$ cat src/design/wfd_pkg.sv
`timescale 1ns / 1ps
// ----------------------------------------------------------------------------
// wfd_pkg
// Types and constants shared by the WebSocket frame deframer modules.
// ----------------------------------------------------------------------------
package wfd_pkg;

   localparam int BYTE_W = 8;
   localparam int LEN_W  = 7;
   localparam int KIND_W = 3;

   // Header fields and codes.
   localparam logic [3:0]       OP_TEXT     = 4'h1;
   localparam logic [3:0]       OP_BIN      = 4'h2;
   localparam logic [3:0]       OP_CLOSE    = 4'h8;
   localparam logic [LEN_W-1:0] LEN_CAP     = 7'd125;
   localparam logic [LEN_W-1:0] MAX_PAY_RST = 7'd80;

   // Configuration register indexes.
   localparam logic REG_MAX_PAYLOAD = 1'b0;

   typedef enum logic [KIND_W-1:0] {
      KIND_BYTE  = 3'd0,
      KIND_EMPTY = 3'd1,
      KIND_CLOSE = 3'd2,
      KIND_LONG  = 3'd3,
      KIND_FRAG  = 3'd4
   } kind_type;

   // One classified item passed from the front end to the back end.
   typedef struct packed {
      kind_type          kind;
      logic [BYTE_W-1:0] data;
      logic [BYTE_W-1:0] mask;
      logic              last;
      logic              is_binary;
   } cmd_type;

endpackage

$ cat src/design/wfd_front.sv
`timescale 1ns / 1ps
// ----------------------------------------------------------------------------
// wfd_front
// Header parser: tracks the frame phase and turns each byte into zero or one
// classified command for the back end.
// ----------------------------------------------------------------------------
module wfd_front (
   input  logic                    clock,
   input  logic                    reset,
   input  logic                    byte_valid,
   input  logic [7:0]              rx_byte,
   input  logic [6:0]              max_payload,
   output logic                    cmd_push,
   output wfd_pkg::cmd_type        cmd
);
   import wfd_pkg::*;

   typedef enum logic [2:0] {
      PH_HDR1  = 3'd0,
      PH_HDR2  = 3'd1,
      PH_MASK0 = 3'd2,
      PH_MASK1 = 3'd3,
      PH_MASK2 = 3'd4,
      PH_MASK3 = 3'd5,
      PH_DATA  = 3'd6
   } phase_type;

   phase_type         phase_ff, phase_in;
   logic              fin_ff, fin_in;
   logic [3:0]        opcode_ff, opcode_in;
   logic              masked_ff, masked_in;
   logic [LEN_W-1:0]  length_ff, length_in;
   logic [LEN_W-1:0]  index_ff, index_in;
   logic [BYTE_W-1:0] key_ff [4];
   logic [BYTE_W-1:0] key_in [4];

   logic [LEN_W-1:0]  limit;
   logic [LEN_W-1:0]  len_field;
   logic [LEN_W-1:0]  index_next;
   logic              data_end;
   logic              is_data;
   logic              is_bin;
   logic              fe_push;
   kind_type          fe_kind;

   assign limit      = (max_payload > LEN_CAP) ? LEN_CAP : max_payload;
   assign len_field  = rx_byte[LEN_W-1:0];
   assign index_next = index_ff + 7'd1;
   assign data_end   = (index_next >= length_ff);
   assign is_bin     = (opcode_ff == OP_BIN);
   assign is_data    = (opcode_ff == OP_TEXT) || is_bin;

   // Result of a frame that ends without a payload byte to carry it.
   always_comb begin
      fe_push = 1'b1;
      fe_kind = KIND_FRAG;
      priority if (!fin_ff) begin
         fe_kind = KIND_FRAG;
      end else if (is_data) begin
         fe_kind = KIND_EMPTY;
      end else if (opcode_ff == OP_CLOSE) begin
         fe_kind = KIND_CLOSE;
      end else begin
         fe_push = 1'b0;
      end
   end

   always_comb begin
      phase_in  = phase_ff;
      fin_in    = fin_ff;
      opcode_in = opcode_ff;
      masked_in = masked_ff;
      length_in = length_ff;
      index_in  = index_ff;
      key_in    = key_ff;
      cmd_push  = 1'b0;
      cmd       = '{kind: KIND_BYTE, data: '0, mask: '0, last: 1'b0, is_binary: 1'b0};
      if (byte_valid) begin
         unique case (phase_ff)
            PH_HDR1: begin
               opcode_in = rx_byte[3:0];
               fin_in    = rx_byte[7];
               phase_in  = PH_HDR2;
            end
            PH_HDR2: begin
               if (len_field > limit) begin
                  phase_in = PH_HDR1;
                  cmd_push = 1'b1;
                  cmd.kind = KIND_LONG;
               end else begin
                  masked_in = rx_byte[7];
                  length_in = len_field;
                  index_in  = '0;
                  if (rx_byte[7]) begin
                     phase_in = PH_MASK0;
                  end else if (len_field == '0) begin
                     phase_in      = PH_HDR1;
                     cmd_push      = fe_push;
                     cmd.kind      = fe_kind;
                     cmd.is_binary = (fe_kind == KIND_EMPTY) && is_bin;
                  end else begin
                     phase_in = PH_DATA;
                  end
               end
            end
            PH_MASK0, PH_MASK1, PH_MASK2: begin
               key_in[2'(phase_ff - PH_MASK0)] = rx_byte;
               phase_in = phase_type'(phase_ff + 3'd1);
            end
            PH_MASK3: begin
               key_in[3] = rx_byte;
               if (length_ff == '0) begin
                  phase_in      = PH_HDR1;
                  cmd_push      = fe_push;
                  cmd.kind      = fe_kind;
                  cmd.is_binary = (fe_kind == KIND_EMPTY) && is_bin;
               end else begin
                  phase_in = PH_DATA;
               end
            end
            PH_DATA: begin
               index_in = index_next;
               if (data_end) begin
                  phase_in = PH_HDR1;
               end
               priority if (!fin_ff) begin
                  cmd_push = data_end;
                  cmd.kind = KIND_FRAG;
               end else if (is_data) begin
                  cmd_push      = 1'b1;
                  cmd.kind      = KIND_BYTE;
                  cmd.data      = rx_byte;
                  cmd.mask      = masked_ff ? key_ff[index_ff[1:0]] : '0;
                  cmd.last      = data_end;
                  cmd.is_binary = is_bin;
               end else begin
                  cmd_push = data_end && (opcode_ff == OP_CLOSE);
                  cmd.kind = KIND_CLOSE;
               end
            end
            default: begin
               phase_in = PH_HDR1;
            end
         endcase
      end
   end

   always_ff @(posedge clock) begin
      if (reset) begin
         phase_ff  <= PH_HDR1;
         fin_ff    <= 1'b0;
         opcode_ff <= '0;
         masked_ff <= 1'b0;
         length_ff <= '0;
         index_ff  <= '0;
         for (int i = 0; i < 4; i++) begin
            key_ff[i] <= '0;
         end
      end else begin
         phase_ff  <= phase_in;
         fin_ff    <= fin_in;
         opcode_ff <= opcode_in;
         masked_ff <= masked_in;
         length_ff <= length_in;
         index_ff  <= index_in;
         key_ff    <= key_in;
      end
   end

   // A first header byte always leads to the second header byte.
   a_hdr1_to_hdr2: assert property (@(posedge clock) disable iff (reset)
      byte_valid && (phase_ff == PH_HDR1) |=> (phase_ff == PH_HDR2))
      else $error("header byte did not advance the phase");

   // A length above the limit ends the frame at once.
   a_long_to_hdr1: assert property (@(posedge clock) disable iff (reset)
      byte_valid && (phase_ff == PH_HDR2) && (len_field > limit) |=> (phase_ff == PH_HDR1))
      else $error("too long header did not return to the first header byte");

   // While streaming payload the index stays below the frame length.
   a_index_in_range: assert property (@(posedge clock) disable iff (reset)
      (phase_ff == PH_DATA) |-> (index_ff < length_ff))
      else $error("payload index ran past the frame length");

endmodule

$ cat src/design/wfd_queue.sv
`timescale 1ns / 1ps
// ----------------------------------------------------------------------------
// wfd_queue
// Short register queue of classified commands between front and back end.
// ----------------------------------------------------------------------------
module wfd_queue #(
   parameter int DEPTH = 4
) (
   input  logic             clock,
   input  logic             reset,
   input  logic             push,
   input  wfd_pkg::cmd_type push_cmd,
   input  logic             pop,
   output wfd_pkg::cmd_type head_cmd,
   output logic             full,
   output logic             empty
);
   import wfd_pkg::*;

   localparam int PTR_W = (DEPTH > 1) ? $clog2(DEPTH) : 1;
   localparam int CNT_W = $clog2(DEPTH + 1);
   localparam logic [PTR_W-1:0] LAST_PTR = PTR_W'(DEPTH - 1);
   localparam logic [CNT_W-1:0] FULL_CNT = CNT_W'(DEPTH);

   cmd_type          slot_ff [DEPTH];
   logic [PTR_W-1:0] wr_ptr_ff, wr_ptr_in;
   logic [PTR_W-1:0] rd_ptr_ff, rd_ptr_in;
   logic [CNT_W-1:0] count_ff, count_in;
   logic             do_push;
   logic             do_pop;

   assign full     = (count_ff == FULL_CNT);
   assign empty    = (count_ff == '0);
   assign do_push  = push && !full;
   assign do_pop   = pop && !empty;
   assign head_cmd = slot_ff[rd_ptr_ff];

   always_comb begin
      wr_ptr_in = wr_ptr_ff;
      rd_ptr_in = rd_ptr_ff;
      count_in  = count_ff;
      if (do_push) begin
         wr_ptr_in = (wr_ptr_ff == LAST_PTR) ? '0 : wr_ptr_ff + 1'b1;
      end
      if (do_pop) begin
         rd_ptr_in = (rd_ptr_ff == LAST_PTR) ? '0 : rd_ptr_ff + 1'b1;
      end
      if (do_push && !do_pop) begin
         count_in = count_ff + 1'b1;
      end else if (do_pop && !do_push) begin
         count_in = count_ff - 1'b1;
      end
   end

   always_ff @(posedge clock) begin
      if (reset) begin
         wr_ptr_ff <= '0;
         rd_ptr_ff <= '0;
         count_ff  <= '0;
      end else begin
         wr_ptr_ff <= wr_ptr_in;
         rd_ptr_ff <= rd_ptr_in;
         count_ff  <= count_in;
      end
   end

   always_ff @(posedge clock) begin
      if (do_push) begin
         slot_ff[wr_ptr_ff] <= push_cmd;
      end
   end

   a_count_bound: assert property (@(posedge clock) disable iff (reset)
      count_ff <= FULL_CNT)
      else $error("queue count exceeds depth");

   a_push_counts: assert property (@(posedge clock) disable iff (reset)
      do_push && !do_pop |=> count_ff == $past(count_ff) + 1'b1)
      else $error("push without pop did not grow the queue");

   a_pop_counts: assert property (@(posedge clock) disable iff (reset)
      do_pop && !do_push |=> count_ff == $past(count_ff) - 1'b1)
      else $error("pop without push did not shrink the queue");

endmodule

$ cat src/design/wfd_back.sv
`timescale 1ns / 1ps
// ----------------------------------------------------------------------------
// wfd_back
// Result stage: unmasks payload bytes and holds the oldest result until the
// consumer takes it.
// ----------------------------------------------------------------------------
module wfd_back (
   input  logic             clock,
   input  logic             reset,
   input  logic             cmd_avail,
   input  wfd_pkg::cmd_type cmd,
   output logic             cmd_pop,
   input  logic             rsp_pop,
   output logic             rsp_empty,
   output logic [2:0]       rsp_kind,
   output logic [7:0]       rsp_payload,
   output logic             rsp_last,
   output logic             rsp_is_binary
);
   import wfd_pkg::*;

   logic              valid_ff, valid_in;
   kind_type          kind_ff;
   logic [BYTE_W-1:0] payload_ff;
   logic              last_ff;
   logic              bin_ff;
   logic              take;

   // Refill the result register whenever it is free or being drained.
   assign take     = cmd_avail && (!valid_ff || rsp_pop);
   assign cmd_pop  = take;
   assign valid_in = take || (valid_ff && !rsp_pop);

   always_ff @(posedge clock) begin
      if (reset) begin
         valid_ff <= 1'b0;
      end else begin
         valid_ff <= valid_in;
      end
   end

   always_ff @(posedge clock) begin
      if (take) begin
         kind_ff    <= cmd.kind;
         payload_ff <= (cmd.kind == KIND_BYTE) ? (cmd.data ^ cmd.mask) : '0;
         last_ff    <= cmd.last;
         bin_ff     <= cmd.is_binary;
      end
   end

   assign rsp_empty     = !valid_ff;
   assign rsp_kind      = kind_ff;
   assign rsp_payload   = payload_ff;
   assign rsp_last      = last_ff;
   assign rsp_is_binary = bin_ff;

endmodule

$ cat src/design/websocket_frame_deframer.sv
`timescale 1ns / 1ps
// ----------------------------------------------------------------------------
// websocket_frame_deframer
// Parses a received WebSocket byte stream and delivers unmasked payload
// bytes and frame events as result items.
// ----------------------------------------------------------------------------
//   Channel   Ports                                  Direction
//   req       req_push, req_full, req_rx_byte        in  (queue write side)
//   rsp       rsp_pop, rsp_empty, rsp_kind, ...      out (queue read side)
//   csr       csr_psel .. csr_pready                 APB, max_payload at 0x0
//
// One byte is taken every cycle while req_full is low. Each result passes
// through the command queue and then the result register to the rsp ports.
// req_full rises only when the command queue holds QUEUE_DEPTH items and the
// result register is waiting to be popped. Reset is synchronous; no clearing
// pass follows it.
// ----------------------------------------------------------------------------
module websocket_frame_deframer #(
   parameter int QUEUE_DEPTH = 4
) (
   input  logic        clock,
   input  logic        reset,
   input  logic        req_push,
   output logic        req_full,
   input  logic [7:0]  req_rx_byte,
   output logic        rsp_empty,
   input  logic        rsp_pop,
   output logic [2:0]  rsp_kind,
   output logic [7:0]  rsp_payload,
   output logic        rsp_last,
   output logic        rsp_is_binary,
   input  logic        csr_psel,
   input  logic        csr_penable,
   input  logic        csr_pwrite,
   input  logic [2:0]  csr_paddr,
   input  logic [31:0] csr_pwdata,
   output logic [31:0] csr_prdata,
   output logic        csr_pready
);
   import wfd_pkg::*;

   logic [LEN_W-1:0] max_payload_ff;
   logic             csr_write;
   logic             csr_hit;
   logic             byte_valid;
   logic             cmd_push;
   cmd_type          push_cmd;
   cmd_type          head_cmd;
   logic             q_full;
   logic             q_empty;
   logic             q_pop;

   assign csr_pready = 1'b1;
   assign csr_write  = csr_psel && csr_penable && csr_pwrite && csr_pready;
   assign csr_hit    = (csr_paddr[2] == REG_MAX_PAYLOAD) && (csr_paddr[1:0] == 2'b00);
   assign csr_prdata = csr_hit ? {25'd0, max_payload_ff} : 32'd0;

   always_ff @(posedge clock) begin
      if (reset) begin
         max_payload_ff <= MAX_PAY_RST;
      end else if (csr_write && csr_hit) begin
         max_payload_ff <= csr_pwdata[LEN_W-1:0];
      end
   end

   assign req_full   = q_full;
   assign byte_valid = req_push && !q_full;

   wfd_front u_front (
      .clock       (clock),
      .reset       (reset),
      .byte_valid  (byte_valid),
      .rx_byte     (req_rx_byte),
      .max_payload (max_payload_ff),
      .cmd_push    (cmd_push),
      .cmd         (push_cmd)
   );

   wfd_queue #(
      .DEPTH (QUEUE_DEPTH)
   ) u_queue (
      .clock    (clock),
      .reset    (reset),
      .push     (cmd_push),
      .push_cmd (push_cmd),
      .pop      (q_pop),
      .head_cmd (head_cmd),
      .full     (q_full),
      .empty    (q_empty)
   );

   wfd_back u_back (
      .clock         (clock),
      .reset         (reset),
      .cmd_avail     (!q_empty),
      .cmd           (head_cmd),
      .cmd_pop       (q_pop),
      .rsp_pop       (rsp_pop),
      .rsp_empty     (rsp_empty),
      .rsp_kind      (rsp_kind),
      .rsp_payload   (rsp_payload),
      .rsp_last      (rsp_last),
      .rsp_is_binary (rsp_is_binary)
   );

endmodule

$ cat config.mk
export PLATFORM = sky130hd
export DESIGN_NAME = websocket_frame_deframer
export DESIGN_NICKNAME = d
export VERILOG_FILES = /design/src/design/wfd_pkg.sv /design/src/design/wfd_front.sv /design/src/design/wfd_queue.sv /design/src/design/wfd_back.sv /design/src/design/websocket_frame_deframer.sv
export SDC_FILE = /design/constraint.sdc
export NUM_CORES = 1
export LEC_CHECK = 0
export BUFFER_PORTS_ARGS = -buffer_cell sky130_fd_sc_hd__buf_2
export CORE_UTILIZATION = 25
export CTS_CLUSTER_SIZE = 10
export DETAILED_ROUTE_END_ITERATION = 12
export PLACE_DENSITY = 0.49
export SLEW_MARGIN = 10
export SYNTH_ARGS = -nofsm -noshare
export SYNTH_HDL_FRONTEND = slang
export SYNTH_SLANG_ARGS = --single-unit
$ cat constraint.sdc
create_clock -name clock -period 5.3 [get_ports clock]
set_input_delay 0.795 -clock clock [delete_from_list [all_inputs] [get_ports clock]]
set_output_delay 0.795 -clock clock [all_outputs]
set_load 0.01 [all_outputs]
==> impl_metrics.ini, run 1 <==
[outcome]
status = finished, final reports clean

[timing]
finalSetupTns_ns = 0
clock_skew_ns = 0.0121
fmax_ghz = 0.239
period_needed_ns = 4.18
rsz0062_at_grt = false
worstMarginPinSlew_ns = 0.971
setup_violations = 0
drv_slew = 0
fin_crit_sh_pct = 78.8
finalHoldViolCount = 0
max-slew-margin-rel_pct = 35.2

[clock_tree]
cts-hold-fix-buffers = 0
cts-root-buf = clkbuf_16
post_cts_buffers = 0
clkSinkCount = 169
insertion_delay_ns = 0.42
cts_resized = 0
clk_path_buf_depth = 2
cts_tree = built
cts_inserted_buffers = 17
h-tree-depth = 4
path_clk_slew_ns = 0.08

[placed_design]
port_buffers = 46
dp_hpwl_um = 10500
placed_area_um2 = 8250
routabilityCongestion = 0.773

[pwr]
peakVddDrop_uv = 181
share_comb_of_total_power_pct = 15.4
switching_share_pct = 29.1
pwr-share-seq_pct = 47.5
switchingPower_mw = 0.968
p_per_area_nw_per_um2 = 376
p_clk_share_pct = 37.2
intPower_mw = 2.36
p_leak_nw = 3.10

[route]
drc_errors = 0
wire_per_inst_um = 14.3
dr.pass1.iters = 4
ant_nets = 0
vias = 4738
avgViaCountPerCell = 4.31
drt-total-wl_um = 15800
drtIter0Drc = 285

[floorplan]
initial_core_util_pct = 25.6
row_count = 63
die_x_um = 177
fp.dieH_um = 177
core_um2 = 30000
io_pins = 98
die_area_um2 = 31400

[synth]
synth_top_area_share_pct = 38.0
seq_area_frac_synth_pct = 56.7
synth-xor-area-share_pct = 4.68
ys_ff_latch = 169
yosysMostFrequentCell = edfxtp_1
synth.cell_area_um2 = 7670
synth_edf_count = 97
synth_area_leaders = edfxtp_1 (38%), dfxtp_1 (19%), mux4_2 (6.2%), ha_1 (4.4%), xnor2_1 (3.9%)
synthCells = 652
yosys-top-cells-count = edfxtp_1 (97), dfxtp_1 (72), a21oi_1 (57)
synth_fa_ha_area_share_pct = 4.66
synthFlopType = edfxtp_1
ys_warn_count = 0
synth_largest_area_cell = edfxtp_1
yosys.cell_types.count = 51
synth_top_family_by_area = simple AND/OR/NAND/NOR gates
synth-async-reset-ratio_pct = 0
syn_avg_cell_area_um2 = 11.8
synth-simple-area-share_pct = 13.3
muxShareOfSynthArea_pct = 9.23
synth_compound_area_share_pct = 6.21

[worst_setup_path]
cp.arrival_ns = 4.53
cp_max_fo = 11
endpoint_kind = flop
critPathLaunchType = flop
crit_path_start = u_front.index_ff[1]
cp_data_required_time_ns = 5.65
reg2reg_from = u_front.index_ff[1]
crit_type = reg2reg

[global_route]
grt_max_degree = 73
grt_pass1_vias = 4598
grt_pass1_wl_um = 25400
grt_overflow = 0
grt_usage_pct = 10.6
antenna_found_initial = 0

[final_layout]
fin_area_um2 = 8850
final_nets = 775
final_util_pct = 29.5
diodes = 0
syn_to_final_growth_pct = 15.3
drive_gt1_share_pct = 16.5
fillers = 3115

[min_path]
hold_path_class = reg2reg
min-delay-start = u_front.key_ff[3]

[run]
cap_viol_max_count = 0
[worst max-delay path: stages, from the launching register on]
cell and delay [ns]:
dfxtp_1 0.68, ha_1 0.30, nand3_1 0.13, nor2_1 0.15, xor2_1 0.09, ha_1 0.30, nand3_1 0.08, o21ai_0 0.50
o221ai_1 0.30, a31oi_4 0.29, ha_1 0.24, inv_1 0.06, fa_1 0.38, xor2_1 0.17, or3_1 0.30, a21oi_1 0.14
[cells in the final DEF (no fill, tap or decap), drive strengths merged, types with 8 or more instances in the layout]
cell,netlist,layout
ha,27,27
edfxtp,97,97
mux4,21,21
xnor2,34,34
nor3,8,8
conb,2,26
o21ai,9,9
and3,9,9
mux2i,22,22
dfxtp,72,72
nor2,45,45
nand2,50,50
nand3,52,52
buf,37,55
and2,22,22
inv,23,31
a21oi,57,57
clkbuf,16,17
[layer usage]
metal / vias to the layer above / global-route usage [%] / wire length (µm)
met2: 91 / 16.2 / 7230
met5: - / 0 / 0
met3: 6 / 2.86 / 664
li1: 2359 / - / -
met1: 2282 / 14.4 / 7770
met4: 0 / 3.52 / 101
[power groups by stage]
stage	combinational (mW)	sequential (mW)	clock, mW
after floorplan	0.371	1.60	0
after global routing	0.577	1.60	1.33
after CTS	0.524	1.59	1.27
after global placement	0.518	1.61	0
after detailed placement	0.521	1.62	0
final	0.512	1.58	1.24
[state kept, by name, indices dropped and copies added, names as in the netlist, named ones only]
| name | flops |
|---|---|
| max_payload_ff | 7 |
| u_queue.count_ff | 3 |
| u_queue.slot_ff | 84 |
| u_front.phase_ff | 3 |
| u_back.valid_ff | 1 |
| u_queue.wr_ptr_ff | 2 |
| u_front.masked_ff | 1 |
| u_back.rsp_is_binary | 1 |
| u_front.opcode_ff | 4 |
| u_back.rsp_payload | 8 |
| u_front.key_ff | 32 |
| u_front.index_ff | 7 |
| u_front.fin_ff | 1 |
| u_back.rsp_last | 1 |
| u_front.length_ff | 7 |
| u_queue.rd_ptr_ff | 2 |
| u_back.rsp_kind | 3 |
[metrics by stage]
stage	worst slack, ns	power (mW)	cells	hold WS [ns]
floorplan	1.98	1.97	676	0.429
global placement	1.19	2.13	1068	0.436
detailed placement	1.11	2.14	1068	0.443
CTS	1.07	3.38	1100	0.454
global route	0.738	3.50	1100	0.463
finish	1.12	3.33	1100	0.455
[final timing paths]
path	endpoint	slack, ns	cells past startpoint
worst min register to register	u_front.key_ff[3]	0.46	2
worst max-delay path	u_queue.count_ff[2]	1.12	15
worst max register to register	u_queue.count_ff[2]	1.12	15
worst min-delay path	u_front.key_ff[3]	0.46	2
[area by class of cell]
cell class,instances,area [µm²],area share [%]
Clock buffer,17,425,4.81
Clock inverter,15,173,1.95
Inverter,23,86.3,0.976
Multi-Input combinational cell,431,3020,34.2
Sequential cell,169,4350,49.2
Tap cell,390,488,5.52
Timing Repair Buffer,55,298,3.37
[cell families (layout without fill, tap and decap cells)]
group,after synthesis,after routing
AOI/OAI and AO/OA,82,82
xor gates and xnor gates,41,41
adders and majority gates,28,28
buffers and inverters,76,110
DFF,169,169
muxes,44,44
other,2,26
and+or+nand+nor,210,210
Note: power is estimated with default switching activity, not from simulation.
==> inputs of run 2 (changes only) <==
Settings changed: ABC_AREA set to 1, PLACE_DENSITY 0.49 to 0.5.
Clock period 5.3 ns to 3.7 ns, I/O delays scaled along.
==> run 2 against run 1 <==
Net effect:
- clock skew rose by 0.0021 ns
- hold slack got worse by 0.12 ns
- sequential share of layout area fell by 0.79 points
- maximum frequency rose by 29%
- sequential cell count did not move
- combinational power rose by 71%
- count of clock-buffer cells in the layout did not move
- core utilization fell by 0.20 points
- die area rose by 1.5%
- first-iteration DRC count fell by 28%
- final area rose by 1.7%
- critical path type unchanged
- highest routed layer unchanged
==> impl_metrics.ini, run 2 <==
[placed_design]
dp_hpwl_um = 11400
port_buffers = 46
placed_area_um2 = 8420
dp_cells = 1242
routabilityCongestion = 0.759
pre_cts_ws_ns = 0.342

[clock_tree]
cts-root-buf = clkbuf_16
cts-hold-fix-buffers = 0
path_clk_slew_ns = 0.07
clkSinkCount = 169
cts_tree = built
cts_resized = 0
clk_path_buf_depth = 2
insertion_delay_ns = 0.43
h-tree-depth = 4
post_cts_buffers = 0
cts_inserted_buffers = 17

[floorplan]
fp.dieH_um = 179
row_count = 64
initial_core_util_pct = 25.4
core_um2 = 30700
die_area_um2 = 31900
die_x_um = 179
io_pins = 98

[route]
drtIter0Drc = 204
wire_per_inst_um = 12.9
dr.pass1.iters = 4
drt-total-wl_um = 16500
ant_nets = 0
avgViaCountPerCell = 4.20
drc_errors = 0
vias = 5343

[synth]
synthCells = 811
ys_ff_latch = 169
synth_largest_area_cell = edfxtp_1
synth_area_leaders = edfxtp_1 (37%), dfxtp_1 (18%), a21oi_1 (7.2%), o21ai_0 (6.3%), inv_1 (4.8%)
synth_top_family_by_area = compound AO/OA/AOI/OAI gates
synth-async-reset-ratio_pct = 0
syn_avg_cell_area_um2 = 9.61
synth_compound_area_share_pct = 15.3
ys_warn_count = 0
yosysMostFrequentCell = a21oi_1
synthFlopType = edfxtp_1
synth_fa_ha_area_share_pct = 4.59
synth_edf_count = 97
seq_area_frac_synth_pct = 55.9
synth_top_area_share_pct = 37.4
yosys-top-cells-count = a21oi_1 (112), inv_1 (100), o21ai_0 (98)
synth-xor-area-share_pct = 4.16
muxShareOfSynthArea_pct = 0
synth-simple-area-share_pct = 10.8
yosys.cell_types.count = 42
synth.cell_area_um2 = 7790

[outcome]
status = finished, final reports clean

[final_layout]
top_register = u_queue.slot_ff
fillers = 3230
diodes = 0
syn_to_final_growth_pct = 15.4
drive_gt1_share_pct = 13.2
stdcell_count = 1272
final_util_pct = 29.3
largest_register_ffs = 84
final_nets = 943
mostFrequentLayoutCells = a21oi_1 (112), inv_1 (100), edfxtp_1 (97)
fin_area_um2 = 9000
layout_commonest_cell = a21oi_1

[timing]
fmax_ghz = 0.308
setup_ws_ns = 0.449
drv_slew = 0
setup_violations = 0
period_needed_ns = 3.25
fin_crit_sh_pct = 87.9
rsz0062_at_grt = false
clock_skew_ns = 0.0142
worstMarginPinSlew_ns = 0.628
finalSetupTns_ns = 0
finalHoldViolCount = 0
max-slew-margin-rel_pct = 58.1
fin_hold_ws_ns = 0.337

[pwr]
pwr-share-seq_pct = 46.1
p_per_area_nw_per_um2 = 541
p_leak_nw = 3.46
share_comb_of_total_power_pct = 18.0
p_total_mw = 4.87
peakVddDrop_uv = 370
switching_share_pct = 29.3
switchingPower_mw = 1.43
p_clk_share_pct = 35.9
intPower_mw = 3.44

[global_route]
grt_pass1_vias = 5025
grt_usage_pct = 11.0
grt_max_degree = 47
grt_overflow = 0
grt_pass1_wl_um = 26700
antenna_found_initial = 0

[worst_setup_path]
cp_data_required_time_ns = 4.02
crit_type = reg2reg
critPathLaunchType = flop
cp_max_fo = 5
r2r_slack_ns = 0.45
endpoint_kind = flop
cp.arrival_ns = 3.57

[min_path]
hold_path_class = in2reg

[run]
cap_viol_max_count = 0
[run 2: path summary, 6_finish.rpt]
path / startpoint / endpoint / cells past startpoint
max: u_front.index_ff[0] / u_queue.count_ff[1] / 20
max reg2reg: u_front.index_ff[0] / u_queue.count_ff[1] / 20
min: csr_pwdata[6] / max_payload_ff[6] / 3
min reg2reg: u_front.key_ff[29] / u_front.key_ff[29] / 2
[run 2: logic make-up after synthesis]
group / after synthesis
xor gates and xnor gates: 37
other: 2
AOI/OAI and AO/OA: 226
buffers and inverters: 155
adders and majority gates: 28
DFF: 169
and+or+nand+nor: 194
[run 2: power by group through the flow]
stage          clock network [mW]  registers, mW  logic (mW)
6_report                     1.75           2.24       0.874
3_5_place_dp                    0           2.29       0.886
3_3_place_gp                    0           2.29       0.874
4_1_cts                      1.80           2.25       0.891
2_1_floorplan                   0           2.31       0.591
5_1_grt                      1.87           2.27        1.02
[run 2: cell type report]
type / count / area, µm² / area share (%)
clock buffer: 17 / 425 / 4.73
clock inverter: 13 / 144 / 1.60
inverter: 103 / 389 / 4.33
multi-input combinational: 511 / 2830 / 31.4
sequential: 169 / 4360 / 48.4
tap: 396 / 495 / 5.51
timing repair buffer: 63 / 358 / 3.98
[run 2: per-layer routing]
metal	up-vias	global-route usage (%)	share of wire [%]
li1	2777	-	-
met4	0	2.86	0.72
met5	-	0	0
met2	91	17.2	45
met3	9	2.83	3.5
met1	2466	14.9	51
[run 2: worst max-delay path, cell delays in order (launching register included)]
cell and delay [ns]:
dfxtp_2 0.34, ha_2 0.18, nand3_1 0.11, nand3b_1 0.20
xnor2_1 0.20, ha_1 0.28, nand2_1 0.10, inv_1 0.05
nand2_1 0.06, nand3_1 0.08, nor2_1 0.27, nand2_1 0.10
nand2_1 0.08, nand2_2 0.08, nand2_1 0.08, inv_1 0.05
ha_1 0.18, inv_1 0.10, fa_1 0.41, o21ai_0 0.15
nor2_1 0.05
